==> config.mk <==
export PLATFORM = sky130hd
export DESIGN_NAME = modbus_rtu_request_deframer
export DESIGN_NICKNAME = d
export VERILOG_FILES = /design/src/hw/rtl/mrrd_pkg.sv /design/src/hw/rtl/modbus_rtu_request_deframer.sv /design/src/hw/rtl/mrrd_ram.sv
export SDC_FILE = /design/constraint.sdc
export NUM_CORES = 2
export LEC_CHECK = 0
export BUFFER_PORTS_ARGS = -buffer_cell sky130_fd_sc_hd__buf_2
export CELL_PAD_IN_SITES_DETAIL_PLACEMENT = 0
export CELL_PAD_IN_SITES_GLOBAL_PLACEMENT = 1
export CORE_MARGIN = 2
export CORE_UTILIZATION = 55
export DETAILED_ROUTE_END_ITERATION = 6
export GPL_ROUTABILITY_DRIVEN = 0
export PLACE_DENSITY = 0.86
export RECOVER_POWER = 25
export SLEW_MARGIN = 20
export SYNTH_ARGS = -nofsm -noshare
export SYNTH_HDL_FRONTEND = slang
export SYNTH_SLANG_ARGS = --single-unit
==> constraint.sdc <==
create_clock -name clock -period 6 [get_ports clock]
set_input_delay 1.2 -clock clock [delete_from_list [all_inputs] [get_ports clock]]
set_output_delay 1.2 -clock clock [all_outputs]
set_load 0.01 [all_outputs]
==> src/hw/rtl/mrrd_pkg.sv <==
package mrrd_pkg;

   localparam int unsigned RX_SIZE_DEF       = 256;
   localparam int unsigned SUBSCRIPTIONS_DEF = 4;
   localparam int unsigned SUB_MAX           = 4;

   localparam logic [8:0]  MIN_FRAME   = 9'd8;
   localparam logic [15:0] CRC_INIT    = 16'hFFFF;
   localparam logic [15:0] CRC_POLY    = 16'hA001;
   localparam logic [15:0] COIL_ON     = 16'hFF00;
   localparam logic [15:0] MAX_BITS_RD = 16'd2000;
   localparam logic [15:0] MAX_REGS_RD = 16'd125;
   localparam logic [15:0] MAX_BITS_WR = 16'd1968;
   localparam logic [15:0] MAX_REGS_WR = 16'd123;

   localparam logic [2:0] REG_SLAVE_ADDR = 3'd0;
   localparam logic [2:0] REG_BROADCAST  = 3'd1;
   localparam logic [2:0] REG_SUB_BASE   = 3'd2;

   localparam logic [1:0] EXC_NONE     = 2'd0;
   localparam logic [1:0] EXC_FUNCTION = 2'd1;
   localparam logic [1:0] EXC_VALUE    = 2'd2;
   localparam logic [1:0] EXC_ADDRESS  = 2'd3;

   localparam logic [7:0] FC_READ_COILS  = 8'd1;
   localparam logic [7:0] FC_READ_DISC   = 8'd2;
   localparam logic [7:0] FC_READ_HOLD   = 8'd3;
   localparam logic [7:0] FC_READ_INPUT  = 8'd4;
   localparam logic [7:0] FC_WRITE_COIL  = 8'd5;
   localparam logic [7:0] FC_WRITE_REG   = 8'd6;
   localparam logic [7:0] FC_WRITE_COILS = 8'd15;
   localparam logic [7:0] FC_WRITE_REGS  = 8'd16;

   typedef struct packed {
      logic [4:0]  function_code;
      logic [8:0]  frame_length;
      logic [15:0] start_address;
      logic [15:0] quantity_or_value;
      logic [15:0] span_end;
      logic [1:0]  exception_kind;
      logic [3:0]  subscriber_mask;
      logic        is_broadcast;
      logic        reply_needed;
      logic        last_of_run;
   } desc_type;

endpackage

==> src/hw/rtl/modbus_rtu_request_deframer.sv <==
// Modbus RTU request deframer. Bytes from the serial line are taken one per req_ transaction
// into a circular receive store of RX_SIZE bytes; after each byte the store is rescanned from
// its front, one stored byte per clock through a single RAM read port with the CRC-16 folded in
// byte by byte. req_ready is low for the whole rescan. Each good frame gives one rsp_
// transaction; the last one of a byte carries rsp_last_of_run. Registers are to be written
// through csr_ only while the block is idle; the block itself does not enforce this.
module modbus_rtu_request_deframer #(
   parameter int unsigned RX_SIZE       = mrrd_pkg::RX_SIZE_DEF,
   parameter int unsigned SUBSCRIPTIONS = mrrd_pkg::SUBSCRIPTIONS_DEF
) (
   input  logic        clock,
   input  logic        reset,
   input  logic        req_valid,
   output logic        req_ready,
   input  logic [7:0]  req_rx_byte,
   output logic        rsp_valid,
   input  logic        rsp_ready,
   output logic [4:0]  rsp_function_code,
   output logic [8:0]  rsp_frame_length,
   output logic [15:0] rsp_start_address,
   output logic [15:0] rsp_quantity_or_value,
   output logic [15:0] rsp_span_end,
   output logic [1:0]  rsp_exception_kind,
   output logic [3:0]  rsp_subscriber_mask,
   output logic        rsp_is_broadcast,
   output logic        rsp_reply_needed,
   output logic        rsp_last_of_run,
   input  logic        csr_we,
   input  logic [2:0]  csr_index,
   input  logic [39:0] csr_wdata
);
   import mrrd_pkg::*;

   localparam int unsigned AW = $clog2(RX_SIZE);
   localparam int unsigned FW = $clog2(RX_SIZE + 1);
   localparam logic [9:0]  SIZE10 = 10'(RX_SIZE);
   localparam logic [FW-1:0] SIZE_F = FW'(RX_SIZE);

   typedef enum logic [2:0] {
      ST_IDLE, ST_SCAN, ST_STREAM, ST_DESC, ST_PLACE, ST_FINISH
   } state_type;

   state_type        state_ff, state_in;
   logic [7:0]       slave_ff, slave_in;
   logic             bcast_ff, bcast_in;
   logic [39:0]      sub_ff [SUBSCRIPTIONS];
   logic [39:0]      sub_in [SUBSCRIPTIONS];
   logic [AW-1:0]    head_ff, head_in;
   logic [FW-1:0]    fill_ff, fill_in;
   logic [8:0]       iss_ff, iss_in;
   logic [8:0]       ridx_ff, ridx_in;
   logic             rvld_ff, rvld_in;
   logic [15:0]      crc_ff, crc_in;
   logic [7:0]       crclo_ff, crclo_in;
   logic [8:0]       flen_ff, flen_in;
   logic [7:0]       b0_ff, b0_in, code_ff, code_in, b6_ff, b6_in;
   logic [15:0]      addr_ff, addr_in, qty_ff, qty_in;
   desc_type         cand_ff, cand_in, pend_ff, pend_in, out_ff, out_in;
   logic             pvld_ff, pvld_in, ovld_ff, ovld_in;

   logic             wr_en;
   logic [AW-1:0]    wr_addr, rd_addr;
   logic [7:0]       rd_data;

   function automatic logic [AW-1:0] wrap_add(logic [AW-1:0] base, logic [9:0] off);
      logic [10:0] sum;
      sum = 11'(base) + 11'(off);
      if (sum >= 11'(RX_SIZE)) begin
         sum = sum - 11'(RX_SIZE);
      end
      return sum[AW-1:0];
   endfunction

   function automatic logic [15:0] crc_byte(logic [15:0] crc, logic [7:0] data);
      logic [15:0] c;
      c = crc ^ {8'h00, data};
      for (int b = 0; b < 8; b++) begin
         c = c[0] ? ((c >> 1) ^ CRC_POLY) : (c >> 1);
      end
      return c;
   endfunction

   mrrd_ram #(.WIDTH(8), .DEPTH(RX_SIZE)) u_store (
      .clock   (clock),
      .wr_en   (wr_en),
      .wr_addr (wr_addr),
      .wr_data (req_rx_byte),
      .rd_addr (rd_addr),
      .rd_data (rd_data)
   );

   assign req_ready = (state_ff == ST_IDLE);
   assign wr_en     = req_valid && req_ready && (fill_ff < SIZE_F);
   assign wr_addr   = wrap_add(head_ff, 10'(fill_ff));
   assign rd_addr   = wrap_add(head_ff, {1'b0, iss_ff});

   // descriptor of the frame held in the capture registers
   logic        supported, vbad;
   logic [15:0] hi, qp7;
   logic [3:0]  mask;
   desc_type    d;

   always_comb begin
      hi        = addr_ff;
      if (code_ff != FC_WRITE_COIL && code_ff != FC_WRITE_REG && qty_ff != 16'd0) begin
         hi = addr_ff + qty_ff - 16'd1;
      end
      supported = 1'b0;
      mask      = '0;
      for (int i = 0; i < SUBSCRIPTIONS; i++) begin
         if (sub_ff[i][39:32] == code_ff) begin
            supported = 1'b1;
            if (addr_ff >= sub_ff[i][31:16] && hi <= sub_ff[i][15:0]) begin
               mask[i] = 1'b1;
            end
         end
      end
      qp7 = qty_ff + 16'd7;
      case (code_ff)
         FC_READ_COILS, FC_READ_DISC:
            vbad = (qty_ff == 16'd0) || (qty_ff > MAX_BITS_RD);
         FC_READ_HOLD, FC_READ_INPUT:
            vbad = (qty_ff == 16'd0) || (qty_ff > MAX_REGS_RD);
         FC_WRITE_COILS:
            vbad = (qty_ff == 16'd0) || (qty_ff > MAX_BITS_WR) || (b6_ff != qp7[10:3]);
         FC_WRITE_REGS:
            vbad = (qty_ff == 16'd0) || (qty_ff > MAX_REGS_WR)
                   || (b6_ff != {qty_ff[6:0], 1'b0});
         FC_WRITE_COIL:
            vbad = (qty_ff != 16'd0) && (qty_ff != COIL_ON);
         default:
            vbad = 1'b0;
      endcase
      d.function_code     = code_ff[4:0];
      d.frame_length      = flen_ff;
      d.start_address     = addr_ff;
      d.quantity_or_value = qty_ff;
      d.span_end          = hi;
      d.is_broadcast      = (b0_ff == 8'd0);
      d.last_of_run       = 1'b0;
      if (!supported) begin
         d.exception_kind  = EXC_FUNCTION;
         d.subscriber_mask = '0;
      end else if (vbad) begin
         d.exception_kind  = EXC_VALUE;
         d.subscriber_mask = '0;
      end else begin
         d.exception_kind  = (mask == '0) ? EXC_ADDRESS : EXC_NONE;
         d.subscriber_mask = mask;
      end
      d.reply_needed = (d.exception_kind != EXC_NONE) && !d.is_broadcast;
   end

   // scan sequencer
   logic [8:0]  flen_cur;
   logic        drop, out_free;
   logic [9:0]  head_sum;

   always_comb begin
      state_in = state_ff;
      slave_in = slave_ff;
      bcast_in = bcast_ff;
      for (int i = 0; i < SUBSCRIPTIONS; i++) begin
         sub_in[i] = sub_ff[i];
      end
      head_in  = head_ff;
      fill_in  = fill_ff;
      iss_in   = iss_ff;
      ridx_in  = ridx_ff;
      rvld_in  = 1'b0;
      crc_in   = crc_ff;
      crclo_in = crclo_ff;
      flen_in  = flen_ff;
      b0_in    = b0_ff;
      code_in  = code_ff;
      b6_in    = b6_ff;
      addr_in  = addr_ff;
      qty_in   = qty_ff;
      cand_in  = cand_ff;
      pend_in  = pend_ff;
      out_in   = out_ff;
      pvld_in  = pvld_ff;
      ovld_in  = ovld_ff && !rsp_ready;
      out_free = !ovld_ff || rsp_ready;
      drop     = 1'b0;
      flen_cur = flen_ff;
      head_sum = '0;

      if (csr_we) begin
         if (csr_index == REG_SLAVE_ADDR) begin
            slave_in = csr_wdata[7:0];
         end else if (csr_index == REG_BROADCAST) begin
            bcast_in = csr_wdata[0];
         end else begin
            for (int i = 0; i < SUBSCRIPTIONS; i++) begin
               if (csr_index == REG_SUB_BASE + 3'(i)) begin
                  sub_in[i] = csr_wdata;
               end
            end
         end
      end

      case (state_ff)
         ST_IDLE: begin
            if (req_valid) begin
               if (fill_ff < SIZE_F) begin
                  fill_in = fill_ff + FW'(1);
               end
               state_in = ST_SCAN;
            end
         end
         ST_SCAN: begin
            iss_in = '0;
            crc_in = CRC_INIT;
            if (9'(fill_ff) < MIN_FRAME) begin
               state_in = ST_FINISH;
            end else begin
               state_in = ST_STREAM;
            end
         end
         ST_STREAM: begin
            iss_in  = iss_ff + 9'd1;
            ridx_in = iss_ff;
            rvld_in = 1'b1;
            if (rvld_ff) begin
               if (ridx_ff == 9'd6 && (code_ff == FC_WRITE_COILS || code_ff == FC_WRITE_REGS)) begin
                  flen_cur = 9'(rd_data) + 9'd9;
               end
               if (ridx_ff < 9'd6 || ridx_ff < flen_cur - 9'd2) begin
                  crc_in = crc_byte(crc_ff, rd_data);
               end
               case (ridx_ff)
                  9'd0: begin
                     b0_in = rd_data;
                     drop  = (rd_data != slave_ff) && !(rd_data == 8'd0 && bcast_ff);
                  end
                  9'd1: begin
                     code_in = rd_data;
                     flen_in = MIN_FRAME;
                     drop    = !(rd_data == FC_READ_COILS || rd_data == FC_READ_DISC
                                 || rd_data == FC_READ_HOLD || rd_data == FC_READ_INPUT
                                 || rd_data == FC_WRITE_COIL || rd_data == FC_WRITE_REG
                                 || rd_data == FC_WRITE_COILS || rd_data == FC_WRITE_REGS);
                  end
                  9'd2: addr_in[15:8] = rd_data;
                  9'd3: addr_in[7:0]  = rd_data;
                  9'd4: qty_in[15:8]  = rd_data;
                  9'd5: qty_in[7:0]   = rd_data;
                  9'd6: begin
                     b6_in   = rd_data;
                     flen_in = flen_cur;
                     if ({1'b0, flen_cur} > SIZE10) begin
                        drop = 1'b1;
                     end else if (9'(fill_ff) < flen_cur) begin
                        rvld_in  = 1'b0;
                        state_in = ST_FINISH;
                     end
                  end
                  default: ;
               endcase
               if (!drop && state_in == ST_STREAM && ridx_ff >= 9'd6) begin
                  if (ridx_ff == flen_cur - 9'd2) begin
                     crclo_in = rd_data;
                  end else if (ridx_ff == flen_cur - 9'd1) begin
                     rvld_in = 1'b0;
                     if (crc_ff == {rd_data, crclo_ff}) begin
                        state_in = ST_DESC;
                     end else begin
                        drop = 1'b1;
                     end
                  end
               end
               if (drop) begin
                  head_in  = wrap_add(head_ff, 10'd1);
                  fill_in  = fill_ff - FW'(1);
                  rvld_in  = 1'b0;
                  state_in = ST_SCAN;
               end
            end
         end
         ST_DESC: begin
            cand_in  = d;
            head_sum = {1'b0, flen_ff};
            head_in  = wrap_add(head_ff, head_sum);
            fill_in  = fill_ff - flen_ff[FW-1:0];
            state_in = ST_PLACE;
         end
         ST_PLACE: begin
            if (!pvld_ff) begin
               pend_in  = cand_ff;
               pvld_in  = 1'b1;
               state_in = ST_SCAN;
            end else if (out_free) begin
               out_in   = pend_ff;
               ovld_in  = 1'b1;
               pend_in  = cand_ff;
               state_in = ST_SCAN;
            end
         end
         ST_FINISH: begin
            if (!pvld_ff || out_free) begin
               if (pvld_ff) begin
                  out_in             = pend_ff;
                  out_in.last_of_run = 1'b1;
                  ovld_in            = 1'b1;
                  pvld_in            = 1'b0;
               end
               if (fill_ff == SIZE_F) begin
                  head_in = wrap_add(head_ff, 10'd1);
                  fill_in = fill_ff - FW'(1);
               end
               state_in = ST_IDLE;
            end
         end
         default: state_in = ST_IDLE;
      endcase
   end

   always_ff @(posedge clock) begin
      if (reset) begin
         state_ff <= ST_IDLE;
         slave_ff <= 8'd1;
         bcast_ff <= 1'b0;
         for (int i = 0; i < SUBSCRIPTIONS; i++) begin
            sub_ff[i] <= '0;
         end
         head_ff  <= '0;
         fill_ff  <= '0;
         rvld_ff  <= 1'b0;
         pvld_ff  <= 1'b0;
         ovld_ff  <= 1'b0;
      end else begin
         state_ff <= state_in;
         slave_ff <= slave_in;
         bcast_ff <= bcast_in;
         for (int i = 0; i < SUBSCRIPTIONS; i++) begin
            sub_ff[i] <= sub_in[i];
         end
         head_ff  <= head_in;
         fill_ff  <= fill_in;
         rvld_ff  <= rvld_in;
         pvld_ff  <= pvld_in;
         ovld_ff  <= ovld_in;
      end
      iss_ff   <= iss_in;
      ridx_ff  <= ridx_in;
      crc_ff   <= crc_in;
      crclo_ff <= crclo_in;
      flen_ff  <= flen_in;
      b0_ff    <= b0_in;
      code_ff  <= code_in;
      b6_ff    <= b6_in;
      addr_ff  <= addr_in;
      qty_ff   <= qty_in;
      cand_ff  <= cand_in;
      pend_ff  <= pend_in;
      out_ff   <= out_in;
   end

   assign rsp_valid             = ovld_ff;
   assign rsp_function_code     = out_ff.function_code;
   assign rsp_frame_length      = out_ff.frame_length;
   assign rsp_start_address     = out_ff.start_address;
   assign rsp_quantity_or_value = out_ff.quantity_or_value;
   assign rsp_span_end          = out_ff.span_end;
   assign rsp_exception_kind    = out_ff.exception_kind;
   assign rsp_subscriber_mask   = out_ff.subscriber_mask;
   assign rsp_is_broadcast      = out_ff.is_broadcast;
   assign rsp_reply_needed      = out_ff.reply_needed;
   assign rsp_last_of_run       = out_ff.last_of_run;

   a_fill_bound: assert property (@(posedge clock) disable iff (reset)
      fill_ff <= SIZE_F)
      else $error("receive store fill above capacity");

   a_idle_room: assert property (@(posedge clock) disable iff (reset)
      state_ff == ST_IDLE |-> (fill_ff < SIZE_F && !pvld_ff))
      else $error("idle with full store or held transaction");

   a_reply_rule: assert property (@(posedge clock) disable iff (reset)
      ovld_ff |-> (out_ff.reply_needed
                   == (out_ff.exception_kind != EXC_NONE && !out_ff.is_broadcast)))
      else $error("reply flag inconsistent with exception");

   a_mask_rule: assert property (@(posedge clock) disable iff (reset)
      ovld_ff && (out_ff.exception_kind == EXC_FUNCTION || out_ff.exception_kind == EXC_VALUE)
      |-> out_ff.subscriber_mask == 4'd0)
      else $error("subscriber mask set on rejected request");

   a_drop_step: assert property (@(posedge clock) disable iff (reset)
      state_ff == ST_STREAM && state_in == ST_SCAN |=> fill_ff == $past(fill_ff) - FW'(1))
      else $error("resync did not drop exactly one byte");

endmodule

==> src/hw/rtl/mrrd_ram.sv <==
module mrrd_ram #(
   parameter int unsigned WIDTH = 8,
   parameter int unsigned DEPTH = 256
) (
   input  logic                     clock,
   input  logic                     wr_en,
   input  logic [$clog2(DEPTH)-1:0] wr_addr,
   input  logic [WIDTH-1:0]         wr_data,
   input  logic [$clog2(DEPTH)-1:0] rd_addr,
   output logic [WIDTH-1:0]         rd_data
);

   logic [WIDTH-1:0] mem_ff [DEPTH];
   logic [WIDTH-1:0] rd_data_ff;

   always_ff @(posedge clock) begin
      if (wr_en) begin
         mem_ff[wr_addr] <= wr_data;
      end
      rd_data_ff <= mem_ff[rd_addr];
   end

   assign rd_data = rd_data_ff;

endmodule

==> results.toml <==
[grt]
grt_util_all_layers_pct = 27.2
antenna_found_initial = 9
grt_pass1_vias = 55500
grt_max_degree = 157
grt_overflow = 0
grt_pass1_wl_um = 383000

[clock_network]
cts_buffers = 275
cts.clk_slew.worst_paths_ps = 60
cts_buffer_depth = 4
cts_max_level = 5
tritoncts = "done"
clk_latency_ps = 940
cts_num_sinks = 2566
root_buffer = "clkbuf_16"
hold_buffers = 0

[placement]
hpwl_um = 151000
dp.cells = 8156
io_buffers = 128
postPlaceCellArea_um2 = 108000
place_ws_ps = 139

[cells_and_area]
final_area_um2 = 117000
fillers = 12600
multi_input_area_um2 = 27400
seq_area_um2 = 75100
final_util_pct = 62.1
stdcell_count = 8630
syn2layout_area_growth_pct = 12.0
num-nets-final = 6209
drive_above_1_share_pct = 21.7

[power]
power.total_mw = 41.6
p_sw_share_pct = 23.7
p_int_mw = 31.8
leakage_nw = 37.2
clockPowerShare_pct = 40.0
power_density_nw_per_um2 = 357
ir_drop_v = 0.000330
p_sw_mw = 9.87
power_frac_seq_pct = 47.6
power_frac_comb_pct = 12.4

[sta]
fin_skew_ps = 90.8
grt_setup_unrepaired = "no"
holdWs_ps = 411
relSlewSlack_pct = -281
fmax_ghz = 0.179
fin_ws_ps = 413
tightestPinTransition_ps = 5710
setup_tns_ps = 0
post-route-period-util_pct = 93.1
slew_violations = 1004
setup_viol = 0
hold_violations = 0
post-route-min-period_ps = 5590

[route]
drc = 0
vias_per_cell = 6.36
first_pass_iters = 5
antenna_left = 0
vias = 54900
routedWlPerCell_um = 30.2
drt_iter0_drc = 6580
routed_wl_um = 261000

[worst_setup_path]
start_kind = "flip-flop"
path_class = "reg -> reg"
critical_path_arrival_ps = 6320
crit_fanout = 20
rrSetupSlack_ps = 410
cp-end-kind = "flip-flop"
cp_data_required_time_ps = 6740

[status]
status = "finished, violations left"
violations = "max-capacitance violations, max-slew violations"

[flow_run]
maxCapViolations = 10

[synth]
ys_seq_area_share_pct = 72.0
synth_cell_types = 82
synth_nets = 5979
synth_edf_count = 2366
synthCells = 5710
yosys-top-cells-area = "edfxtp_1 (68%), mux4_2 (15%), dfxtp_1 (3.8%)"
synth_top_area_cell = "edfxtp_1"
synth_seq_cells = 2566
synth_top_area_share_pct = 68.2
yosysWarnings = 0
netlist_area_um2 = 104000
syn_avg_cell_area_um2 = 18.3
yosys_most_used_dff = "edfxtp_1"
async_flop_share_pct = 0

[worst_hold_path]
hold_path.class = "reg -> reg"

[floorplanning]
initial_core_util_pct = 55.5
chipHeight_um = 439
dieArea_um2 = 193000
core_um2 = 188000
pin_count = 129
fp.dieW_um = 439
row_count = 159
cell type report:
type / instances / share of cell area (%)
timing repair buffer: 234 / 1.46
clock buffer: 334 / 6.26
inverter: 215 / 0.691
sequential: 2566 / 64.3
antenna: 5 / 0.0107
clock inverter: 133 / 1.17
multi-input combinational: 2648 / 23.4
tap: 2495 / 2.67
cells by family (layout without fill, tap and decap cells):
group | count (synthesis) | after routing | share of synthesized area (%)
flip-flops | 2566 | 2566 | 72.0
buffers and inverters | 496 | 916 | 1.90
other | 0 | 5 | 0
XOR/XNOR | 174 | 174 | 1.47
multiplexers | 696 | 696 | 14.8
AND/OR/NAND/NOR | 1076 | 1076 | 4.47
AO/OA/AOI/OAI | 488 | 488 | 2.80
adder cells (fa/ha/maj) | 214 | 214 | 2.60
registers in the layout, summed over array words and instances (netlist names), 9 cells and up:
| name | flops |
|---|---|
| rsp_quantity_or_value | 16 |
| rsp_frame_length | 9 |
| pend_ff | 70 |
| iss_ff | 9 |
| crc_ff | 16 |
| flen_ff | 9 |
| rsp_span_end | 16 |
| fill_ff | 9 |
| cand_ff | 70 |
| u_store.mem_ff | 2048 |
| addr_ff | 16 |
| sub_ff | 160 |
| qty_ff | 16 |
| rsp_start_address | 16 |
| ridx_ff | 9 |
final timing paths:
check	end	startpoint	cells past startpoint
worst max-delay path	fill_ff[8]$_SDFFE_PP0P_	u_store.rd_data[2]$_DFF_P_	15
worst min-delay path	rsp_quantity_or_value[1]$_DFFE_PP_	pend_ff[26]$_DFFE_PP_	0
worst max register to register	fill_ff[8]$_SDFFE_PP0P_	u_store.rd_data[2]$_DFF_P_	15
worst min register to register	rsp_quantity_or_value[1]$_DFFE_PP_	pend_ff[26]$_DFFE_PP_	0
synth_stat cells, drive strengths merged (3+ instances only):
cell type  number
mux4          672
and2            7
a2111oi         3
nor3b           3
o21ai          61
a21boi          4
o21bai         12
fa              5
o21a           25
edfxtp       2366
nor4           27
xor2           81
a21o           58
nand2         473
nor4b           3
or2             3
nor2b          36
a31oi           8
nand3b          4
mux2            5
o211ai          5
xnor2          93
nor3           36
a21oi         264
and3           15
a311oi          5
mux2i          19
buf            84
or4             6
o22ai           7
ha            208
inv           215
nor2          346
nand3          36
a211oi         15
clkbuf        196
nand4          34
nand2b         23
dfxtp         200
a31o            3
or3            16
critical path, stage by stage (launching register included):
cell,delay (ps)
dfxtp_1,330
clkbuf_1,1030
a21oi_1,400
nor2_1,380
nand3_1,120
o21ai_1,370
inv_1,150
ha_1,310
and4_1,200
and2_1,140
o21ai_0,80
o2111a_2,310
or2_4,290
or3_1,650
a21oi_1,260
mux2_2,350
layer usage:
metal	global-route usage, %	vias to the layer above	routed length, um
met5	0	-	33
met4	11.2	4	11700
met3	4.99	608	22700
met2	44.8	3157	130000
met1	36.1	28200	96500
li1	-	22900	-
power by group through the flow:
stage / Clock (mW) / Combinational [mW] / Sequential [mW]
5_1_grt: 17.4 / 5.36 / 19.8
2_1_floorplan: 0 / 3.21 / 20.2
4_1_cts: 16.8 / 5.16 / 19.8
6_report: 16.7 / 5.15 / 19.8
3_5_place_dp: 0 / 5.05 / 20.2
3_3_place_gp: 0 / 4.98 / 20.2
cell usage in the layout, fill, tap and decap left out, types with 25 or more instances in the layout:
cell,netlist,layout
a21o_1,55,55
dfxtp_1,200,200
clkbuf_16,0,280
buf_4,1,69
clkinv_2,0,42
xnor2_1,92,87
bufinv_16,0,28
nor2b_1,36,34
xor2_1,81,80
nand4_1,34,34
edfxtp_1,2366,2366
o21ai_0,57,52
nand3_1,36,35
nor2_1,346,344
clkinv_1,0,45
inv_1,215,215
nand2_1,473,464
buf_12,0,25
ha_1,208,207
buf_2,2,118
clkbuf_1,192,62
mux4_2,672,672
a21oi_1,261,260
nor4_1,26,26
o21a_1,25,25
nor3_1,36,35
timing repair:
action                                  4_1_cts  5_1_grt
setup buffers                                 0        1
endpoints found under the setup margin        0        3
resized for setup                             0        7
Power figures use the tool's default switching activity.
